### config.mk
export PLATFORM = sky130hd
export DESIGN_NAME = zlib_stored_size_scanner_core
export DESIGN_NICKNAME = d
export VERILOG_FILES = /design/src/hw/rtl/zssc_pkg.sv /design/src/hw/rtl/zlib_stored_size_scanner_core.sv
export SDC_FILE = /design/constraint.sdc
export NUM_CORES = 1
export LEC_CHECK = 0
export BUFFER_PORTS_ARGS = -buffer_cell sky130_fd_sc_hd__clkbuf_2
export CAP_MARGIN = 40
export CORE_UTILIZATION = 56
export DETAILED_ROUTE_END_ITERATION = 16
export PLACE_DENSITY_LB_ADDON = 0.08
export SYNTH_ARGS = -nofsm -noshare
export SYNTH_HDL_FRONTEND = slang
export SYNTH_SLANG_ARGS = --single-unit
### constraint.sdc
create_clock -name clk -period 7.5 [get_ports clk]
set_input_delay 1.125 -clock clk [delete_from_list [all_inputs] [get_ports clk]]
set_output_delay 1.125 -clock clk [all_outputs]
set_load 0.02 [all_outputs]
### src/hw/rtl/zssc_pkg.sv
// Shared types, codes and helpers for the zlib stored-size scanner.
`default_nettype none

package zssc_pkg;

    // Result status codes
    typedef enum logic [2:0] {
        ST_OK    = 3'd0,
        ST_COMP  = 3'd1,
        ST_HDR   = 3'd2,
        ST_BAD   = 3'd3,
        ST_TRUNC = 3'd4
    } status_t;

    // Scan phases, one-hot
    typedef enum logic [10:0] {
        PH_CMF   = 11'b000_0000_0001,
        PH_FLG   = 11'b000_0000_0010,
        PH_FIRST = 11'b000_0000_0100,
        PH_HDR   = 11'b000_0000_1000,
        PH_LEN0  = 11'b000_0001_0000,
        PH_LEN1  = 11'b000_0010_0000,
        PH_NLEN0 = 11'b000_0100_0000,
        PH_NLEN1 = 11'b000_1000_0000,
        PH_SKIP  = 11'b001_0000_0000,
        PH_CWAIT = 11'b010_0000_0000,
        PH_DONE  = 11'b100_0000_0000
    } phase_t;

    // Deflate block type codes
    localparam logic [1:0] BTYPE_STORED   = 2'd0;
    localparam logic [1:0] BTYPE_RESERVED = 2'd3;

    localparam logic [15:0] LEN_COMPLEMENT = 16'hFFFF;
    localparam logic [31:0] SIZE_COMPRESSED = 32'hFFFF_FFFF;
    // Bytes that follow a leading compressed block header before its result
    localparam logic [15:0] COMP_WAIT_BYTES = 16'd3;

    // True when the 16-bit header word is a multiple of 31.
    // Since 32 is 1 mod 31, summing 5-bit digits keeps the residue.
    function automatic logic hdr_check_ok(input logic [15:0] word);
        logic [6:0] sum1;
        logic [5:0] sum2;
        sum1 = {2'b00, word[4:0]} + {2'b00, word[9:5]} + {2'b00, word[14:10]}
             + {6'b0, word[15]};
        sum2 = {1'b0, sum1[4:0]} + {4'b0, sum1[6:5]};
        return (sum2 == 6'd0) || (sum2 == 6'd31);
    endfunction

endpackage

`default_nettype wire

### src/hw/rtl/zlib_stored_size_scanner_core.sv
// Top level of the zlib stored-size scanner: byte parser and result staging.
//
// Usage:
//   Bytes of a zlib stream enter on the slave stream, one per request, with
//   s_tlast marking the last byte of the stream. Each stream yields exactly
//   one result on the master stream: m_tdata carries the stored total (or
//   all ones for a compressed block, zero on error), m_tuser the status.
//   Throughput is one byte per cycle while s_tready is high: each byte is
//   parsed by the phase logic in the cycle it is taken, and its result, if
//   any, is registered in the output register, or in the one-entry skid
//   register behind it while an earlier result waits, so bytes keep flowing.
//   s_tready drops only while the skid register is full, that is once both
//   are full and the receiver has stalled; bytes after a stream's result
//   are consumed and dropped until s_tlast returns the parser to the start.
//   Reset (rst_n low, asynchronous) empties both result registers and puts
//   the parser at the first header byte with a zero total.
`default_nettype none

module zlib_stored_size_scanner_core (
    input  wire logic             clk,
    input  wire logic             rst_n,
    // Input stream
    input  wire logic             s_tvalid,
    output logic                  s_tready,
    input  wire logic [7:0]       s_tdata,   // [7:0] data_byte
    input  wire logic             s_tlast,   // end_of_data
    // Result stream
    output logic                  m_tvalid,
    input  wire logic             m_tready,
    output logic [31:0]           m_tdata,   // [31:0] size_value
    output zssc_pkg::status_t     m_tuser    // [2:0] status
);
    import zssc_pkg::*;

    // Parser state
    phase_t      phase_reg, phase_next;
    logic [7:0]  first_byte_reg, first_byte_next;
    logic        final_flag_reg, final_flag_next;
    logic [15:0] length_word_reg, length_word_next;
    logic [7:0]  inv_low_reg, inv_low_next;
    logic [15:0] skip_reg, skip_next;
    logic [31:0] total_reg, total_next;

    // Result of the current byte
    logic        res_valid;
    logic [31:0] res_size;
    status_t     res_status;

    // Output staging
    logic        out_valid_reg, out_valid_next;
    logic [31:0] out_size_reg, out_size_next;
    status_t     out_stat_reg, out_stat_next;
    logic        skid_valid_reg, skid_valid_next;
    logic [31:0] skid_size_reg, skid_size_next;
    status_t     skid_stat_reg, skid_stat_next;

    logic        in_accept;
    logic        out_pop;
    logic [15:0] skip_dec;
    logic [31:0] total_sum;
    logic [15:0] inv_word;
    logic [1:0]  kind;

    assign s_tready  = !skid_valid_reg;
    assign in_accept = s_tvalid && s_tready;
    assign out_pop   = out_valid_reg && m_tready;

    assign skip_dec  = skip_reg - 16'd1;
    assign total_sum = total_reg + {16'b0, length_word_reg};
    assign inv_word  = {s_tdata, inv_low_reg};
    assign kind      = s_tdata[2:1];

    // Parse one byte
    always_comb
    begin
        phase_next       = phase_reg;
        first_byte_next  = first_byte_reg;
        final_flag_next  = final_flag_reg;
        length_word_next = length_word_reg;
        inv_low_next     = inv_low_reg;
        skip_next        = skip_reg;
        total_next       = total_reg;
        res_valid        = 1'b0;
        res_size         = '0;
        res_status       = ST_OK;

        if (in_accept)
        begin
            case (phase_reg)
                PH_CMF:
                begin
                    first_byte_next = s_tdata;
                    if (s_tlast)
                    begin
                        res_valid  = 1'b1;
                        res_status = ST_TRUNC;
                        phase_next = PH_DONE;
                    end
                    else
                    begin
                        phase_next = PH_FLG;
                    end
                end
                PH_FLG:
                begin
                    if (s_tlast)
                    begin
                        res_valid  = 1'b1;
                        res_status = ST_TRUNC;
                        phase_next = PH_DONE;
                    end
                    else if (!hdr_check_ok({first_byte_reg, s_tdata}))
                    begin
                        res_valid  = 1'b1;
                        res_status = ST_HDR;
                        phase_next = PH_DONE;
                    end
                    else
                    begin
                        phase_next = PH_FIRST;
                    end
                end
                PH_FIRST, PH_HDR:
                begin
                    if (s_tlast)
                    begin
                        res_valid  = 1'b1;
                        res_status = ST_TRUNC;
                        phase_next = PH_DONE;
                    end
                    else
                    begin
                        final_flag_next = s_tdata[0];
                        if (kind == BTYPE_STORED)
                        begin
                            phase_next = PH_LEN0;
                        end
                        else if (kind == BTYPE_RESERVED)
                        begin
                            res_valid  = 1'b1;
                            res_status = ST_BAD;
                            phase_next = PH_DONE;
                        end
                        else if (phase_reg == PH_FIRST)
                        begin
                            // Hold the compressed verdict until the stream is long enough
                            skip_next  = COMP_WAIT_BYTES;
                            phase_next = PH_CWAIT;
                        end
                        else
                        begin
                            res_valid  = 1'b1;
                            res_size   = SIZE_COMPRESSED;
                            res_status = ST_COMP;
                            phase_next = PH_DONE;
                        end
                    end
                end
                PH_LEN0, PH_LEN1, PH_NLEN0:
                begin
                    if (phase_reg == PH_LEN0)
                    begin
                        length_word_next = {8'b0, s_tdata};
                    end
                    else if (phase_reg == PH_LEN1)
                    begin
                        length_word_next = {s_tdata, length_word_reg[7:0]};
                    end
                    else
                    begin
                        inv_low_next = s_tdata;
                    end
                    if (s_tlast)
                    begin
                        res_valid  = 1'b1;
                        res_status = ST_TRUNC;
                        phase_next = PH_DONE;
                    end
                    else if (phase_reg == PH_LEN0)
                    begin
                        phase_next = PH_LEN1;
                    end
                    else if (phase_reg == PH_LEN1)
                    begin
                        phase_next = PH_NLEN0;
                    end
                    else
                    begin
                        phase_next = PH_NLEN1;
                    end
                end
                PH_NLEN1:
                begin
                    if ((length_word_reg ^ inv_word) != LEN_COMPLEMENT)
                    begin
                        res_valid  = 1'b1;
                        res_status = ST_BAD;
                        phase_next = PH_DONE;
                    end
                    else
                    begin
                        total_next = total_sum;
                        if (final_flag_reg || s_tlast)
                        begin
                            res_valid  = 1'b1;
                            res_size   = total_sum;
                            res_status = ST_OK;
                            phase_next = PH_DONE;
                        end
                        else if (length_word_reg == 16'd0)
                        begin
                            phase_next = PH_HDR;
                        end
                        else
                        begin
                            skip_next  = length_word_reg;
                            phase_next = PH_SKIP;
                        end
                    end
                end
                PH_SKIP:
                begin
                    skip_next = skip_dec;
                    if (s_tlast)
                    begin
                        res_valid  = 1'b1;
                        res_size   = total_reg;
                        res_status = ST_OK;
                        phase_next = PH_DONE;
                    end
                    else if (skip_dec == 16'd0)
                    begin
                        phase_next = PH_HDR;
                    end
                end
                PH_CWAIT:
                begin
                    skip_next = skip_dec;
                    if (skip_dec == 16'd0)
                    begin
                        res_valid  = 1'b1;
                        res_size   = SIZE_COMPRESSED;
                        res_status = ST_COMP;
                        phase_next = PH_DONE;
                    end
                    else if (s_tlast)
                    begin
                        res_valid  = 1'b1;
                        res_status = ST_TRUNC;
                        phase_next = PH_DONE;
                    end
                end
                default:
                begin
                    // Done and unused codes: drop the byte
                end
            endcase

            // Return to the start of a stream after its last byte
            if (s_tlast)
            begin
                phase_next       = PH_CMF;
                first_byte_next  = '0;
                final_flag_next  = 1'b0;
                length_word_next = '0;
                inv_low_next     = '0;
                skip_next        = '0;
                total_next       = '0;
            end
        end
    end

    // Advance result staging
    always_comb
    begin
        out_valid_next  = out_valid_reg;
        out_size_next   = out_size_reg;
        out_stat_next   = out_stat_reg;
        skid_valid_next = skid_valid_reg;
        skid_size_next  = skid_size_reg;
        skid_stat_next  = skid_stat_reg;

        if (skid_valid_reg)
        begin
            // No input is taken while the skid entry is full
            if (out_pop)
            begin
                out_valid_next  = 1'b1;
                out_size_next   = skid_size_reg;
                out_stat_next   = skid_stat_reg;
                skid_valid_next = 1'b0;
            end
        end
        else if (!out_valid_reg || out_pop)
        begin
            out_valid_next = in_accept && res_valid;
            out_size_next  = res_size;
            out_stat_next  = res_status;
        end
        else if (in_accept && res_valid)
        begin
            skid_valid_next = 1'b1;
            skid_size_next  = res_size;
            skid_stat_next  = res_status;
        end
    end

    // Control registers
    always_ff @(posedge clk or negedge rst_n)
    begin
        if (!rst_n)
        begin
            phase_reg      <= PH_CMF;
            total_reg      <= '0;
            out_valid_reg  <= 1'b0;
            skid_valid_reg <= 1'b0;
        end
        else
        begin
            phase_reg      <= phase_next;
            total_reg      <= total_next;
            out_valid_reg  <= out_valid_next;
            skid_valid_reg <= skid_valid_next;
        end
    end

    // Payload registers
    always_ff @(posedge clk)
    begin
        first_byte_reg  <= first_byte_next;
        final_flag_reg  <= final_flag_next;
        length_word_reg <= length_word_next;
        inv_low_reg     <= inv_low_next;
        skip_reg        <= skip_next;
        out_size_reg    <= out_size_next;
        out_stat_reg    <= out_stat_next;
        skid_size_reg   <= skid_size_next;
        skid_stat_reg   <= skid_stat_next;
    end

    assign m_tvalid = out_valid_reg;
    assign m_tdata  = out_size_reg;
    assign m_tuser  = out_stat_reg;

endmodule

`default_nettype wire
==> qor.yml, run 1 <==
logic_synthesis:
  avgSynthCellArea_um2: 9.96
  synth_area_leader_cell: "edfxtp_1"
  synth_area_leaders: "edfxtp_1, dfrtp_1, nand2_1"
  synthesis.area_um2: 9890
  yosysWarnings: 0
  ys_seq_area_share_pct: 47.5
  syn-instance-count: 993
  yosys.area_share.simple_pct: 19.5
  yosys-top-cells-count: "edfxtp_1, nand2_1, nor2_1, o21ai_0, a21oi_1"
  synth-edff-count: 119
  synthMuxAreaShare_pct: 1.47
  synth_top_family_by_area: "simple AND/OR/NAND/NOR gates"
  ys_ff_latch: 164
  async_reset_ff_share_pct: 27.4
  synthDistinctLibCells: 84
  synth_ff_type: "edfxtp_1"
  synth_top_area_share_pct: 36.1
  syn_nets: 1039
  synth_most_common_cell: "edfxtp_1"
  synth_compound_area_share_pct: 17.8
  synth-xor-area-share_pct: 4.92
  yosys.area_share.adder_pct: 4.88
timing:
  tightest_slew_ps: 1060
  period_needed_ps: 5390
  finalHoldViolCount: 0
  rsz0062_at_grt: "no"
  fin_hold_ws_ps: 513
  setup_tns_ps: 0
  slew_viol_final: 0
  setup_viol: 0
  finalCritPeriodShare_pct: 71.9
  max_freq_mhz: 186
  slew_headroom_pct: 28.8
  skew_ps: 11.7
critical_path:
  slowest_delay_ps: 590
  path_cells: "clkbuf_2 -> fa_1 -> ha_1 -> inv_1 -> fa_1 -> nand2b_1 -> a21oi_1 -> a21oi_1 -> nor2_1 -> ha_1 -> a21oi_1 -> xnor3_1 -> or4_1 -> and3_1 -> nor4_1 -> nor4b_4 -> buf_4"
  crit_path_frequent_cell: "a21oi_1"
  cp.arrival_ps: 5520
  cp_max_fo: 35
  startpoint_type: "input port"
  worstPathRequired_ps: 7630
  critPathKind: "in -> reg"
  end_kind: "register"
  cp_slowest_cell: "nor4_1"
floorplanning:
  io_pins: 50
  die_x_um: 135
  initial_utilization_pct: 57.2
  row_count: 48
  core_area_um2: 17300
  die_h_um: 135
  dieArea_um2: 18200
place:
  hpwl_um: 19600
  gp_congestion: 0.893
  io_buffers: 49
pwr:
  p_clk_share_pct: 30.2
  p_leak_nw: 4.35
  p_sw_w: 0.00105
  ir_drop_uv: 171
  power_density_nw_per_um2: 269
  comb_power_share_pct: 27.1
  seqPwrFrac_pct: 42.7
  p_int_w: 0.00190
  switching_share_pct: 35.7
routing:
  routed_wl_um: 27600
  via_count: 8225
  wl_per_cell_um: 22.0
  ant_nets: 0
  drt_iter0_drc: 936
  first_pass_iters: 6
  drc: 0
  drt-vias-per-instance: 6.53
clocking:
  h-tree-depth: 4
  tritoncts: "done"
  clkSinkCount: 164
  root_buffer: "clkbuf_16"
  cts_buffer_depth: 2
  cts_hold_buffers: 0
  cts_setup_buffers: 0
  cts_made_buffers: 17
  cts_resized: 0
  clock_latency_ps: 440
  path_clk_slew_ps: 70
global_route:
  grt_max_degree: 47
  antenna_found_initial: 0
  grt_pass1_vias: 7506
  grt_use_total_pct: 31.8
  gr-total-overflow: 0
  grt_pass1_wl_um: 43400
finish:
  area_growth_pct: 10.9
  num_antenna_cells: 0
  drive_gt1_share_pct: 13.6
  nets: 1067
  fillers: 1470
job:
  maxCapViolCount: 0
outcome:
  status: "complete, no violations"
hold_path:
  hp-class: "reg -> reg"
-- final cells by class --
class | count | area, um^2 | area share [%]
Timing Repair Buffer | 69 | 403 | 3.67
Clock inverter | 15 | 164 | 1.49
Inverter | 38 | 143 | 1.30
Clock buffer | 17 | 425 | 3.88
Tap cell | 225 | 282 | 2.57
Sequential cell | 164 | 4700 | 42.9
Multi-Input combinational cell | 731 | 4850 | 44.2
-- per-layer routing --
metal  vias to the layer above  part of all wire, %  track usage (%)  wire [um]
li1                       3787                    -                -          -
met3                        68                  9.4             7.66       2610
met2                       416                   44             46.6      12100
met4                         0                  2.4             10.2        670
met5                         -                    0                0          0
met1                      3954                   44             46.4      12300
-- stage by stage --
step / cell area [um^2] / utilization (%) / cells / setup WS (ps) / power, W
final: 11000 / 63.4 / 1259 / 2110 / 0.00295
after global routing: 11000 / 63.4 / 1259 / 1730 / 0.00308
after CTS: 11000 / 63.4 / 1259 / 2130 / 0.00296
after detailed placement: 10400 / 60.0 / 1227 / 1700 / 0.00207
after global placement: 10300 / 59.8 / 1223 / 1790 / 0.00204
after floorplan: 9900 / - / 993 / 1200 / 0.00180
-- kinds of logic (layout without fill, tap and decap cells) --
kind of cell    Yosys count  in the layout
simple gates            366            366
compound gates          267            267
fa+ha+maj                34             34
buf+inv                  98            139
flops                   164            164
xor+xnor                 54             54
mux                      10             10
-- cells in the final DEF, fill, tap and decap left out, types with 25 or more instances in the layout --
master and n:
xnor2_1 35, nand3_1 35, nand2_1 104, o21ai_0 70, ha_1 25, dfrtp_1 44
nor2_1 78, edfxtp_1 119, a21oi_1 51, clkbuf_2 49, inv_1 38
-- power groups by stage --
stage | clock network [W] | logic [W] | registers [W]
floorplan | 0 | 0.000423 | 0.00138
global placement | 0 | 0.000771 | 0.00127
detailed placement | 0 | 0.000794 | 0.00128
CTS | 0.000900 | 0.000799 | 0.00126
global route | 0.000930 | 0.000873 | 0.00128
finish | 0.000892 | 0.000801 | 0.00126
-- worst max-delay path, delay by kind of cell --
kind                     cells  cell delay [ps]
AND/OR/NAND/NOR              6             1760
adder cells (fa/ha/maj)      4             1390
AO/OA/AOI/OAI                3              480
buffers and inverters        3              480
XOR/XNOR                     1              250
-- final timing paths --
path                       slack [ps]                end              start  depth (start not counted)
max                              2110  skid_size_reg[24]         s_tdata[0]                         17
min                               510      total_reg[31]      total_reg[31]                          1
max reg2reg                      2530  skid_size_reg[24]  first_byte_reg[7]                         16
min reg2reg                       510      total_reg[31]      total_reg[31]                          1
max in group asynchronous        6280       total_reg[5]              rst_n                          2
min in group asynchronous         790      total_reg[14]              rst_n                          2
Power figures use the tool's default switching activity.
==> run 2: changes to the inputs <==
--- a/config.mk
+++ b/config.mk
@@ -7,7 +7,7 @@
 export LEC_CHECK = 0
 export BUFFER_PORTS_ARGS = -buffer_cell sky130_fd_sc_hd__clkbuf_2
 export CAP_MARGIN = 40
-export CORE_UTILIZATION = 56
+export CORE_UTILIZATION = 60
 export DETAILED_ROUTE_END_ITERATION = 16
 export PLACE_DENSITY_LB_ADDON = 0.08
 export SYNTH_ARGS = -nofsm -noshare
==> constraint.sdc (replaced) <==
create_clock -name clk -period 5.3 [get_ports clk]
set_input_delay 0.795 -clock clk [delete_from_list [all_inputs] [get_ports clk]]
set_output_delay 0.795 -clock clk [all_outputs]
set_load 0.02 [all_outputs]
==> qor.yml, run 2 (same netlist as run 1, synthesis figures left out) <==
hold_path:
  hp-class: "in -> async"  # was reg -> reg
global_route:
  antenna_found_initial: 0  # unchanged
  grt_pass1_wl_um: 40500  # was 43400 um
  gr-total-overflow: 0  # unchanged
  grt_use_total_pct: 32.1  # was 31.8%
  grt_pass1_vias: 7132  # was 7506
  grt_max_degree: 47  # unchanged
critical_path:
  end_kind: "register"  # unchanged
  startpoint_type: "input port"  # unchanged
  cp_max_fo: 30  # was 35
  path_cells: "clkbuf_2 -> fa_1 -> ha_1 -> inv_1 -> fa_1 -> nand2b_1 -> a21oi_1 -> a21oi_1 -> nor2_1 -> ha_1 -> a21oi_1 -> xnor3_1 -> or4_1 -> and3_1 -> nor4_1 -> buf_4 -> nor4b_4 -> buf_12"  # was clkbuf_2 -> fa_1 -> ha_1 -> inv_1 -> fa_1 -> nand2b_1 -> a21oi_1 -> a21oi_1 -> nor2_1 -> ha_1 -> a21oi_1 -> xnor3_1 -> or4_1 -> and3_1 -> nor4_1 -> nor4b_4 -> buf_4
  crit_path_frequent_cell: "a21oi_1"  # unchanged
  slowest_delay_ps: 540  # was 590 ps
  cp_slowest_cell: "fa_1"  # was nor4_1
  worstPathRequired_ps: 5480  # was 7630 ps
  critPathKind: "in -> reg"  # unchanged
  cp.arrival_ps: 4980  # was 5520 ps
clocking:
  cts_resized: 0  # unchanged
  cts_hold_buffers: 0  # unchanged
  h-tree-depth: 4  # unchanged
  clkSinkCount: 164  # unchanged
  cts_made_buffers: 17  # unchanged
  cts_buffer_depth: 2  # unchanged
  path_clk_slew_ps: 70  # about the same
  root_buffer: "clkbuf_16"  # unchanged
  cts_setup_buffers: 0  # unchanged
  clock_latency_ps: 430  # was 440 ps
  tritoncts: "done"  # unchanged
timing:
  tightest_slew_ps: 903  # was 1060 ps
  slew_viol_final: 0  # unchanged
  slew_headroom_pct: 39.8  # was 28.8%
  finalHoldViolCount: 0  # unchanged
  finalCritPeriodShare_pct: 90.7
  setup_tns_ps: 0  # unchanged
  setup_viol: 0  # unchanged
  skew_ps: 13.8  # was 11.7 ps
  period_needed_ps: 4810
  rsz0062_at_grt: "no"  # unchanged
  max_freq_mhz: 208
place:
  hpwl_um: 18500  # was 19600 um
  io_buffers: 49  # unchanged
  gp_congestion: 0.910  # was 0.893
floorplanning:
  die_h_um: 130  # was 135 um
  core_area_um2: 16000  # was 17300 um^2
  io_pins: 50  # unchanged
  dieArea_um2: 17000  # was 18200 um^2
  die_x_um: 130  # was 135 um
  initial_utilization_pct: 61.8  # was 57.2%
  row_count: 46  # was 48
finish:
  multi_input_area_um2: 4850  # unchanged
  seq_area_um2: 4700  # unchanged
  layout_common_cells: "edfxtp_1, nand2_1, nor2_1"  # unchanged
  mostFrequentLayoutCell: "edfxtp_1"  # unchanged
  area_growth_pct: 11.4  # was 10.9%
  nets: 1070  # was 1067
  fillers: 1290  # was 1470
  num_antenna_cells: 0  # unchanged
  drive_gt1_share_pct: 13.8  # was 13.6%
routing:
  via_count: 8113  # was 8225
  drc: 0  # unchanged
  drt_iter0_drc: 971  # was 936
  drt-vias-per-instance: 6.47  # was 6.53
  wl_per_cell_um: 20.6  # was 22.0 um
  routed_wl_um: 25800  # was 27600 um
  first_pass_iters: 5  # was 6
  ant_nets: 0  # unchanged
pwr:
  p_total_w: 0.00418  # was 0.00295 W
  p_leak_nw: 4.38  # was 4.35 nW
  ir_drop_uv: 263  # was 171 uV
  power_density_nw_per_um2: 379  # was 269 nW/um^2
  p_int_w: 0.00275  # was 0.00190 W
  p_clk_share_pct: 30.6  # was 30.2%
  p_sw_w: 0.00143  # was 0.00105 W
  switching_share_pct: 34.1  # was 35.7%
  comb_power_share_pct: 26.8  # was 27.1%
  seqPwrFrac_pct: 42.6  # was 42.7%
job:
  maxCapViolCount: 0  # unchanged
outcome:
  status: "complete, no violations"  # unchanged
## run 2: cell count changes in the layout (fill, tap and decap cells not counted)
cell and delta:
buf_1 +1, buf_12 +2, bufinv_16 +1, clkinv_4 +2, clkinvlp_4 -1, inv_6 -2
## run 2: per-layer routing
metal  GRT usage (%)  part of all wire, %  wire length, um  vias up
met4            9.87                  1.8              460        0
met2            43.5                   42            10800      385
met5               0                    0                0        -
met3            7.90                  9.6             2490       37
met1            50.1                   47            12100     3892
li1                -                    -                -     3799
## run 2: final timing paths
| path | from | end | slack, ps | depth (start not counted) |
|---|---|---|---|---|
| hold / removal | rst_n | phase_reg[2] | 450 | 2 |
| max in group asynchronous | rst_n | total_reg[26] | 4380 | 2 |
| setup reg to reg | first_byte_reg[7] | skid_size_reg[25] | 660 | 17 |
| setup / recovery | s_tdata[0] | skid_size_reg[25] | 490 | 18 |
| hold reg to reg | skid_size_reg[2] | m_tdata[2] | 530 | 2 |
| min in group clk | skid_size_reg[2] | m_tdata[2] | 530 | 2 |
## run 2: worst max-delay path, delay by kind of cell
family	cells	cell delay, ps
AOI/OAI and AO/OA	3	480
xor gates and xnor gates	1	250
adders and majority gates	4	1370
buffers and inverters	4	590
and+or+nand+nor	6	1500
## run 2: layout make-up
cell class	instances	area share (%)
inverters	38	1.29
clock buffers	17	3.86
clock inverters	15	1.69
flip-flops and latches	164	42.6
repair buffers	72	4.05
well taps	216	2.45
multi-input cells	731	44.0
## run 2: through the flow
step / hold slack [ps] / instances / area (um^2) / worst slack [ps] / util (%)
global route: 516 / 1253 / 11000 / 301 / 68.9
finish: 453 / 1253 / 11000 / 490 / 68.9
floorplan: 470 / 993 / 9910 / 127 / -
CTS: 487 / 1253 / 11000 / 562 / 68.9
detailed placement: 508 / 1221 / 10400 / 105 / 65.1
global placement: 506 / 1216 / 10400 / 169 / 64.7
## run 2: power by group through the flow
stage | logic, W | clock network [W] | registers [W]
6_report | 0.00112 | 0.00128 | 0.00178
5_1_grt | 0.00122 | 0.00134 | 0.00181
4_1_cts | 0.00112 | 0.00129 | 0.00178
3_5_place_dp | 0.00111 | 0 | 0.00181
3_3_place_gp | 0.00107 | 0 | 0.00180
2_1_floorplan | 0.000604 | 0 | 0.00196
